--- config.mk ---
export PLATFORM = sky130hd
export DESIGN_NAME = aes_key_sched
export DESIGN_NICKNAME = d
export VERILOG_FILES = /design/src/rtl/aes_pkg.sv /design/src/rtl/aes_key_sched.sv
export SDC_FILE = /design/constraint.sdc
export NUM_CORES = 2
export LEC_CHECK = 0
export BUFFER_PORTS_ARGS = -buffer_cell sky130_fd_sc_hd__buf_2
export CORE_AREA = 3 3 597 599
export CTS_CLUSTER_SIZE = 16
export DETAILED_ROUTE_END_ITERATION = 16
export DIE_AREA = 0 0 600 602
export HOLD_SLACK_MARGIN = 0.1
export PLACE_DENSITY_LB_ADDON = 0.08
export SYNTH_ARGS = -nofsm -noshare
export SYNTH_HDL_FRONTEND = slang
export SYNTH_SLANG_ARGS = --single-unit
--- constraint.sdc ---
create_clock -name clock -period 15.7 [get_ports clock]
set_input_delay 1.57 -clock clock [delete_from_list [all_inputs] [get_ports clock]]
set_output_delay 1.57 -clock clock [all_outputs]
set_load 0.05 [all_outputs]
--- src/rtl/aes_pkg.sv ---
// ----------------------------------------------------------------------------
// AES-128 shared definitions
// S-box tables, GF(2^8) helpers and round transforms used by the core.
// ----------------------------------------------------------------------------
package aes_pkg;

   localparam int ROUNDS      = 10;
   localparam int NUM_KEYS    = ROUNDS + 1;
   localparam int KEY_IDX_W   = $clog2(NUM_KEYS);
   localparam int BLOCK_W     = 128;
   localparam int HALF_W      = 64;
   localparam int CSR_IDX_W   = 1;
   localparam logic [CSR_IDX_W-1:0] CSR_KEY_HIGH = 1'b0;
   localparam logic [CSR_IDX_W-1:0] CSR_KEY_LOW  = 1'b1;
   localparam logic [7:0] GF_HIGH_BIT = 8'h80;
   localparam logic [7:0] GF_REDUCE   = 8'h1B;
   localparam logic [7:0] RCON_FIRST  = 8'h01;

   typedef logic [BLOCK_W-1:0] block_type;

   typedef struct packed {
      logic      valid;
      logic      decrypt;
      block_type data;
   } stage_type;

   localparam logic [2047:0] FWD_SBOX = {
      128'h637c777bf26b6fc53001672bfed7ab76, 128'hca82c97dfa5947f0add4a2af9ca472c0,
      128'hb7fd9326363ff7cc34a5e5f171d83115, 128'h04c723c31896059a071280e2eb27b275,
      128'h09832c1a1b6e5aa0523bd6b329e32f84, 128'h53d100ed20fcb15b6acbbe394a4c58cf,
      128'hd0efaafb434d338545f9027f503c9fa8, 128'h51a3408f929d38f5bcb6da2110fff3d2,
      128'hcd0c13ec5f974417c4a77e3d645d1973, 128'h60814fdc222a908846eeb814de5e0bdb,
      128'he0323a0a4906245cc2d3ac629195e479, 128'he7c8376d8dd54ea96c56f4ea657aae08,
      128'hba78252e1ca6b4c6e8dd741f4bbd8b8a, 128'h703eb5664803f60e613557b986c11d9e,
      128'he1f8981169d98e949b1e87e9ce5528df, 128'h8ca1890dbfe6426841992d0fb054bb16};

   localparam logic [2047:0] INV_SBOX = {
      128'h52096ad53036a538bf40a39e81f3d7fb, 128'h7ce339829b2fff87348e4344c4dee9cb,
      128'h547b9432a6c2233dee4c950b42fac34e, 128'h082ea16628d924b2765ba2496d8bd125,
      128'h72f8f66486689816d4a45ccc5d65b692, 128'h6c704850fdedb9da5e154657a78d9d84,
      128'h90d8ab008cbcd30af7e45805b8b34506, 128'hd02c1e8fca3f0f02c1afbd0301138a6b,
      128'h3a9111414f67dcea97f2cfcef0b4e673, 128'h96ac7422e7ad3585e2f937e81c75df6e,
      128'h47f11a711d29c5896fb7620eaa18be1b, 128'hfc563e4bc6d279209adbc0fe78cd5af4,
      128'h1fdda8338807c731b11210592780ec5f, 128'h60517fa919b54a0d2de57a9f93c99cef,
      128'ha0e03b4dae2af5b0c8ebbb3c83539961, 128'h172b047eba77d626e169146355210c7d};

   function automatic logic [7:0] sbox(input logic [7:0] b);
      return FWD_SBOX[2047 - 8*b -: 8];
   endfunction

   function automatic logic [7:0] rev_sbox(input logic [7:0] b);
      return INV_SBOX[2047 - 8*b -: 8];
   endfunction

   function automatic logic [7:0] xtime(input logic [7:0] b);
      return {b[6:0], 1'b0} ^ (((b & GF_HIGH_BIT) != 8'h00) ? GF_REDUCE : 8'h00);
   endfunction

   // Byte i of a block sits at bits 127-8i downward.
   function automatic logic [7:0] get_byte(input block_type s, input int i);
      return s[BLOCK_W-1-8*i -: 8];
   endfunction

   function automatic block_type sub_shift(input block_type s, input logic inv);
      block_type t;
      int        from;
      for (int c = 0; c < 4; c++) begin
         for (int r = 0; r < 4; r++) begin
            from = inv ? ((c - r + 4) & 3) : ((c + r) & 3);
            t[BLOCK_W-1-8*(4*c+r) -: 8] = inv ? rev_sbox(get_byte(s, 4*from + r))
                                              : sbox(get_byte(s, 4*from + r));
         end
      end
      return t;
   endfunction

   function automatic block_type mix(input block_type s, input logic inv);
      block_type   t;
      logic [7:0]  a [4];
      logic [7:0]  x2 [4];
      logic [7:0]  x4 [4];
      logic [7:0]  x8 [4];
      logic [7:0]  m2, m3, m9, m11, m13, m14;
      for (int c = 0; c < 4; c++) begin
         for (int j = 0; j < 4; j++) begin
            a[j]  = get_byte(s, 4*c + j);
            x2[j] = xtime(a[j]);
            x4[j] = xtime(x2[j]);
            x8[j] = xtime(x4[j]);
         end
         for (int r = 0; r < 4; r++) begin
            m2  = x2[r];
            m3  = x2[(r+1)&3] ^ a[(r+1)&3];
            m14 = x8[r] ^ x4[r] ^ x2[r];
            m11 = x8[(r+1)&3] ^ x2[(r+1)&3] ^ a[(r+1)&3];
            m13 = x8[(r+2)&3] ^ x4[(r+2)&3] ^ a[(r+2)&3];
            m9  = x8[(r+3)&3] ^ a[(r+3)&3];
            t[BLOCK_W-1-8*(4*c+r) -: 8] = inv ? (m14 ^ m11 ^ m13 ^ m9)
                                              : (m2 ^ m3 ^ a[(r+2)&3] ^ a[(r+3)&3]);
         end
      end
      return t;
   endfunction

   // One key expansion step: round key r from round key r-1.
   function automatic block_type next_key(input block_type k, input logic [7:0] rc);
      logic [31:0] w [4];
      logic [31:0] t;
      block_type   o;
      for (int i = 0; i < 4; i++) w[i] = k[BLOCK_W-1-32*i -: 32];
      t = {sbox(w[3][23:16]) ^ rc, sbox(w[3][15:8]), sbox(w[3][7:0]), sbox(w[3][31:24])};
      w[0] = w[0] ^ t;
      w[1] = w[1] ^ w[0];
      w[2] = w[2] ^ w[1];
      w[3] = w[3] ^ w[2];
      for (int i = 0; i < 4; i++) o[BLOCK_W-1-32*i -: 32] = w[i];
      return o;
   endfunction

endpackage

--- src/rtl/aes_key_sched.sv ---
// ----------------------------------------------------------------------------
// AES key schedule
// Expands the key into eleven round keys held in flip-flops, one per cycle.
// ----------------------------------------------------------------------------
module aes_key_sched (
   input  logic                                    clock,
   input  logic                                    reset,
   input  logic                                    start,
   input  aes_pkg::block_type                      key,
   output aes_pkg::block_type [aes_pkg::ROUNDS:0]  expanded_keys,
   output logic                                    busy
);

   aes_pkg::block_type [aes_pkg::ROUNDS:0] rk_ff;
   logic [aes_pkg::KEY_IDX_W-1:0] idx_ff, idx_in;
   logic [7:0]                    rc_ff, rc_in;
   logic                          busy_ff, busy_in;

   always_comb begin
      idx_in  = idx_ff;
      rc_in   = rc_ff;
      busy_in = busy_ff;
      if (start) begin
         idx_in  = aes_pkg::KEY_IDX_W'(1);
         rc_in   = aes_pkg::RCON_FIRST;
         busy_in = 1'b1;
      end else if (busy_ff) begin
         rc_in = aes_pkg::xtime(rc_ff);
         if (idx_ff == aes_pkg::KEY_IDX_W'(aes_pkg::ROUNDS)) begin
            busy_in = 1'b0;
         end else begin
            idx_in = idx_ff + aes_pkg::KEY_IDX_W'(1);
         end
      end
   end

   always_ff @(posedge clock) begin
      if (reset) begin
         idx_ff  <= aes_pkg::KEY_IDX_W'(1);
         rc_ff   <= aes_pkg::RCON_FIRST;
         busy_ff <= 1'b1;
      end else begin
         idx_ff  <= idx_in;
         rc_ff   <= rc_in;
         busy_ff <= busy_in;
      end
   end

   always_ff @(posedge clock) begin
      if (start || reset) begin
         rk_ff[0] <= reset ? '0 : key;
      end else if (busy_ff) begin
         rk_ff[idx_ff] <= aes_pkg::next_key(rk_ff[idx_ff - aes_pkg::KEY_IDX_W'(1)], rc_ff);
      end
   end

   assign expanded_keys = rk_ff;
   assign busy          = busy_ff;

endmodule

======== Word-level counts from Yosys, hierarchy flattened ========
Index checks and enable logic that the tools add are counted.
storage, ports and cells
  bits in registers ....................... 1,421
  latch bits .............................. 0
  memory bits (writable) .................. 0
  memory bits (read-only) ................. 0
  input bits .............................. 131
  logic and storage cells ................. 53
  memories ................................ 0
cells by class
  add/subtract/negate cells ............... 6
  multipliers ............................. 0
  div/mod/pow operators ................... 0
  magnitude comparators ................... 3
  equal/unequal tests ..................... 1
  shift-type cells ........................ 4
  multiplexer cells ....................... 11
  bitwise operators ....................... 8
  reduce and logical (&&, ||, !) cells .... 6
operators by type and width
  cell                                                                              number
  2055-bit by 33-bit variable part select with 8-bit output (first input constant)  4
  1408-bit bitwise mux                                                              1
  128-bit 2-to-1 mux                                                                5
  128-bit binary-select mux with 4-bit select                                       1
  128-bit demux with 4-bit select                                                   1
  32-bit bitwise XOR                                                                4
  11-bit by 11-bit subtractor with 12-bit output (first input constant)             4
  4-bit by 5-bit < comparator with 1-bit output (second input constant)             2
  8-bit by 5-bit bitwise XOR with 8-bit output                                      1
  8-bit bitwise XOR                                                                 1
  5-bit 2-to-1 mux                                                                  1
  4-bit by 1-bit adder with 4-bit output (second input constant)                    1
  4-bit equality test (second input constant)                                       1
  4-bit by 1-bit >= comparator with 1-bit output (second input constant)            1
  2-bit AND reduction                                                               2
  4-bit by 1-bit subtractor with 4-bit output (second input constant)               1
  1-bit 2-to-1 mux                                                                  2
  1-bit inverter                                                                    2
  2-bit nonzero test                                                                1
  2-bit OR reduction                                                                1
  1-bit logical AND                                                                 1
  1-bit logical OR                                                                  1

======== Depth between registers and ports, before layout ========
  word-level depth ........................ 13
  gate-level depth with buffers ........... 35

======== Least setup slack after synthesis ========
No wires, ideal clock.
  path kind ............................... reg-to-reg
  start point ............................. register, netlist name idx_ff[0]
  end point ............................... register rk_ff, in the netlist expanded_keys[0], enable pin
  data arrival time ....................... 11,953 ps
  data required time ...................... 14,908 ps
  slack ................................... 2,955 ps
  stages on the path, launching flop included .. 14
  period minus slack after synthesis ...... 12,745 ps
  cell sequence ........................... dfxtp_1 > inv_1 > buf_2 > clkbuf_1 > clkbuf_1 > clkbuf_1 > clkbuf_1 > buf_2 > buf_1 > clkbuf_1 > ha_1 > buf_4 > nand2_1 > o21ai_0
RTL lines
  element                          line                 text
  to (signal, indexed assignment)  aes_key_sched.sv:53  rk_ff[idx_ff] <= aes_pkg::next_key(rk_ff[idx_ff - aes_pkg::KEY_IDX_W'(1)], rc_ff);
  to (decl)                        aes_key_sched.sv:14  aes_pkg::block_type [aes_pkg::ROUNDS:0] rk_ff;

======== Worst setup path after layout ========
  start point ............................. register idx_ff[0] (netlist name)
  end point ............................... register rk_ff, in the netlist expanded_keys[643], data pin
between the ends
  longest elaborated chain between the ends .. 10
  elaborated cells between the ends (all ways) .. 15
ends and longest elaborated chain
  element                                                    line                 text
  from (decl)                                                aes_key_sched.sv:15  logic [aes_pkg::KEY_IDX_W-1:0] idx_ff, idx_in;
  from (signal assigned)                                     aes_key_sched.sv:39  idx_ff <= aes_pkg::KEY_IDX_W'(1);
  from (signal assigned)                                     aes_key_sched.sv:43  idx_ff <= idx_in;
  4-bit by 1-bit subtractor with 4-bit output                aes_key_sched.sv:53
  128-bit binary-select mux with 4-bit select                aes_key_sched.sv:53
  128-bit 2-to-1 mux (not written as such)                   aes_key_sched.sv:53
  11-bit by 11-bit subtractor with 12-bit output             aes_pkg.sv:48        return FWD_SBOX[2047 - 8*b -: 8];
  2055-bit by 33-bit variable part select with 8-bit output  aes_pkg.sv:48
  32-bit bitwise XOR                                         aes_pkg.sv:112       w[0] = w[0] ^ t;
  32-bit bitwise XOR                                         aes_pkg.sv:113       w[1] = w[1] ^ w[0];
  32-bit bitwise XOR                                         aes_pkg.sv:114       w[2] = w[2] ^ w[1];
  32-bit bitwise XOR                                         aes_pkg.sv:115       w[3] = w[3] ^ w[2];
  1408-bit bitwise mux *                                     aes_key_sched.sv:53
Mark *: on every way between the ends. The rest lies on a longest branch, timed or not. The select of a mux whose other input is x is not followed.
A chain may end at the register's enable or synchronous reset.

==> impl_results.md <==
* Status: completed
* Routed wire length at 550000 um
* Resized Gates After CTS at 0
* Tmin final at 9.86 ns
* Vias in the first global route at 62000
* Slowest stage delay, CP at 1.16 ns
* Synth async-reset ratio at 0%
* Detail Route Antenna Nets at 0
* FP Rows at 218
* CTS Buf Count at 181
* Slew headroom at 3.62%
* NetSw at 7.89 mW
* Met2 Use GR at 49.6%
* MaxCap Viol Count at 0
* Setup_tns at 0 ns
* Crit-path cells: inv_8 > ha_4 > buf_4 > buf_4 > mux4_2 > a22oi_1 > o21ai_2 > buf_4 > ha_1 > clkinv_1 > o32ai_1 > nor2_1 > a32o_1 > a211oi_1 > a21oi_1 > nand4_1 > nor2_2 > xor2_1 > xor2_2 > xnor2_2
* CTS root buf: clkbuf_16
* Wire length per cell at 46.2 um
* Post-Synthesis Net Count at 5797
* Worst hold-check path type: reg2reg
* Worst Path Class, Setup: reg2reg
* Top cell family by delay on the critical path: buffers and inverters
* Post-synthesis area per instance at 13.1 um^2
* GPL Wtd Cong at 0.950
* Syn-to-layout area delta at 26.8%
* Hold buffers post-CTS at 0
* Port buffer count at 1539
* DRC Markers at 0
* Critical Path RT at 16.18 ns
* Syn Inst Count at 5606
* Worst-path clk slew at 0.05 ns
* Yosys Warn Count at 0
* Gr usage total at 29.3%
* Leak Pwr at 33.8 nW
* RSZ-0062 raised after global routing: false
* Total number of vias at 63600
* Grt ovf at 0
* Clock sink count at 1421
* IR drop worst, VDD at 84.5 uV
* Fin worst setup slack at 5.84 ns
* 1st-pass router iterations at 6
* Nets at 7300
* Largest net degree at the start of global routing at 79
* Worst Max-Slew Pin Slew at 1.44 ns
* Clock Path Buffers at 4
* Drt via density at 5.34
* Layout Cells excl Fill at 11900
* Die Area at 0.361 mm^2
* Crit path top cell by count: buf_4
* Share of cells above drive strength 1 at 34.3%
* CP Capture Type: register
* Synth Register Bits at 1421
* Die Wd at 600 um
* Max-slew violations at 0
* Starting density of the core at 20.8%
* Netlist Area Pre-Place at 0.0732 mm^2
* Clock share of power at 23.7%
* Post-Route Skew at 0.0728 ns
* Max FO, Critical Path at 50
* Pwr Total at 17.6 mW
* Sequential Power Share at 32.5%
* DP HPWL at 411000 um
* Place WS at 5.72 ns
* GRT met1 Usage at 35.6%
* WP data arrival at 10.34 ns
* Die height at 602 um
* Core Util, Final at 26.4%
* Post-synth EDFFs at 1408
* Setup bufs post-CTS at 0
* Power Dens Cells at 189 mW/mm^2
* Maximum clock rate at 101 MHz
* Initial antenna violation count at 88
* Final setup viols at 0
* CTS tree: done
* I/O Pins at 1540
* Total core area at 0.352 mm^2
* Synth Flop Type: edfxtp_1
* Yosys cell types at 116
* Gr busiest metal: met2
* DR iter-0 viols at 7767
* Final worst-path cycle share at 62.8%
* Met3 Use GR at 7.73%
* Post-Place Cells at 11500
* Global-route wire length before repair at 700000 um
* Htree depth at 4
* Sequential fraction of the synthesis area at 58.1%
* Switching Fraction at 44.9%
* Slowest cell on crit path: o32ai_1
* Hold Violations, Final at 0
* Comb pwr share at 43.8%
* Skew-Pair Late Insertion Delay at 0.91 ns
* Buf/Inv on CP at 5
* P_int at 9.69 mW
* Element type at the critical path start: register
-- worst paths after layout --
kind	startpoint	to	slack (ns)	cells past startpoint
setup reg to reg	idx_ff[0]	expanded_keys[643]	5.84	20
setup / recovery	idx_ff[0]	expanded_keys[643]	5.84	20
hold reg to reg	rc_ff[4]	rc_ff[4]	0.53	2
hold / removal	rc_ff[4]	rc_ff[4]	0.53	2
-- registers in the layout (all words and copies together), names as in the netlist --
| register | count |
|---|---|
| idx_ff | 4 |
| expanded_keys | 1408 |
| busy | 1 |
| rc_ff | 8 |
-- metrics by stage --
step	area, um^2	hold WS (ns)
finish	92900	0.526
detailed placement	87200	0.515
global route	92900	0.576
floorplan	73200	0.486
global placement	87100	0.518
CTS	92800	0.522
-- cells by family (layout without fill, tap and decap cells) --
| family | Yosys count | in the layout | share of synthesized area [%] |
|---|---|---|---|
| other | 0 | 45 | 0 |
| adders and majority gates | 60 | 60 | 1.02 |
| xor gates and xnor gates | 212 | 212 | 2.82 |
| buffers and inverters | 567 | 2207 | 3.84 |
| AOI/OAI and AO/OA | 1592 | 1592 | 15.6 |
| DFF | 1421 | 1421 | 58.1 |
| and+or+nand+nor | 1214 | 1214 | 7.25 |
| muxes | 540 | 540 | 11.4 |
-- layout by cell type, fill, tap and decap left out, types with 104 or more instances in the layout --
cell type / count
buf_2: 1539
o21ai_0: 243
xnor2_1: 104
buf_4: 268
nor2_1: 335
a21oi_1: 325
clkbuf_16: 183
mux4_2: 233
nand3_1: 104
edfxtp_1: 1408
nand2_1: 519
mux2i_1: 292
-- routing by layer --
layer  part of all wire, %  vias up
met2                    48     3458
met4                   4.4       18
met1                    39    34100
met5                 0.020        -
li1                      -    25400
met3                   8.3      617
-- power groups by stage --
stage / Sequential, mW / Clock (mW) / Combinational (mW)
3_5_place_dp: 5.79 / 0 / 7.66
4_1_cts: 5.71 / 4.26 / 7.68
6_report: 5.72 / 4.17 / 7.69
5_1_grt: 5.73 / 4.40 / 7.99
2_1_floorplan: 6.22 / 0 / 3.22
3_3_place_gp: 5.79 / 0 / 7.70
-- worst register-to-register path, cell delays in order, from the launching register on --
cell,delay [ns]
dfxtp_4,0.73
inv_8,0.33
ha_4,0.78
buf_4,0.78
buf_4,0.73
mux4_2,0.41
a22oi_1,0.23
o21ai_2,0.08
buf_4,0.26
ha_1,0.67
clkinv_1,0.41
o32ai_1,1.16
nor2_1,0.09
a32o_1,0.29
a211oi_1,0.28
a21oi_1,0.09
nand4_1,0.30
nor2_2,0.10
xor2_1,0.50
xor2_2,0.81
xnor2_2,0.47
-- cells in the mapped netlist (15+ instances only) --
cell type | instances | area (um^2)
o31ai_1 | 35 | 263
a211oi_1 | 94 | 706
o311ai_0 | 63 | 552
a21oi_1 | 330 | 1650
or3_1 | 15 | 93.8
ha_1 | 60 | 751
clkbuf_1 | 158 | 593
o221ai_1 | 31 | 272
o21ai_0 | 251 | 1260
a211o_1 | 17 | 149
nor4_1 | 18 | 113
a311oi_1 | 65 | 569
a32oi_1 | 21 | 184
nor3_1 | 98 | 490
a2111oi_0 | 24 | 210
buf_1 | 41 | 154
a22o_1 | 100 | 876
mux4_2 | 233 | 5250
xnor2_1 | 134 | 1170
edfxtp_1 | 1408 | 42300
and2_1 | 25 | 156
o22ai_1 | 53 | 332
a221oi_1 | 57 | 499
buf_2 | 207 | 1040
a311o_1 | 20 | 200
a31oi_1 | 56 | 350
o2111ai_1 | 19 | 166
inv_1 | 60 | 225
xor2_1 | 53 | 464
and3_1 | 17 | 106
a21o_1 | 23 | 173
nand2_1 | 519 | 1950
o211ai_1 | 82 | 616
mux2i_1 | 292 | 2920
a22oi_1 | 27 | 203
o311a_1 | 20 | 200
o22a_1 | 23 | 201
nor2_1 | 338 | 1270
o21a_1 | 15 | 113
buf_4 | 65 | 488
buf_6 | 22 | 248
xnor2_2 | 16 | 260
nand3_1 | 104 | 521
-- area by class of cell --
class                   instances  area, um^2
repair buffers               1814        9840
multi-input cells            3618       28700
diodes                         45         113
clock buffers                 229        4750
inverters                      73         285
clock inverters                91         873
well taps                    4620        5780
fillers                     36900      259000
flip-flops and latches       1421       42500
Power figures use the tool's default switching activity.
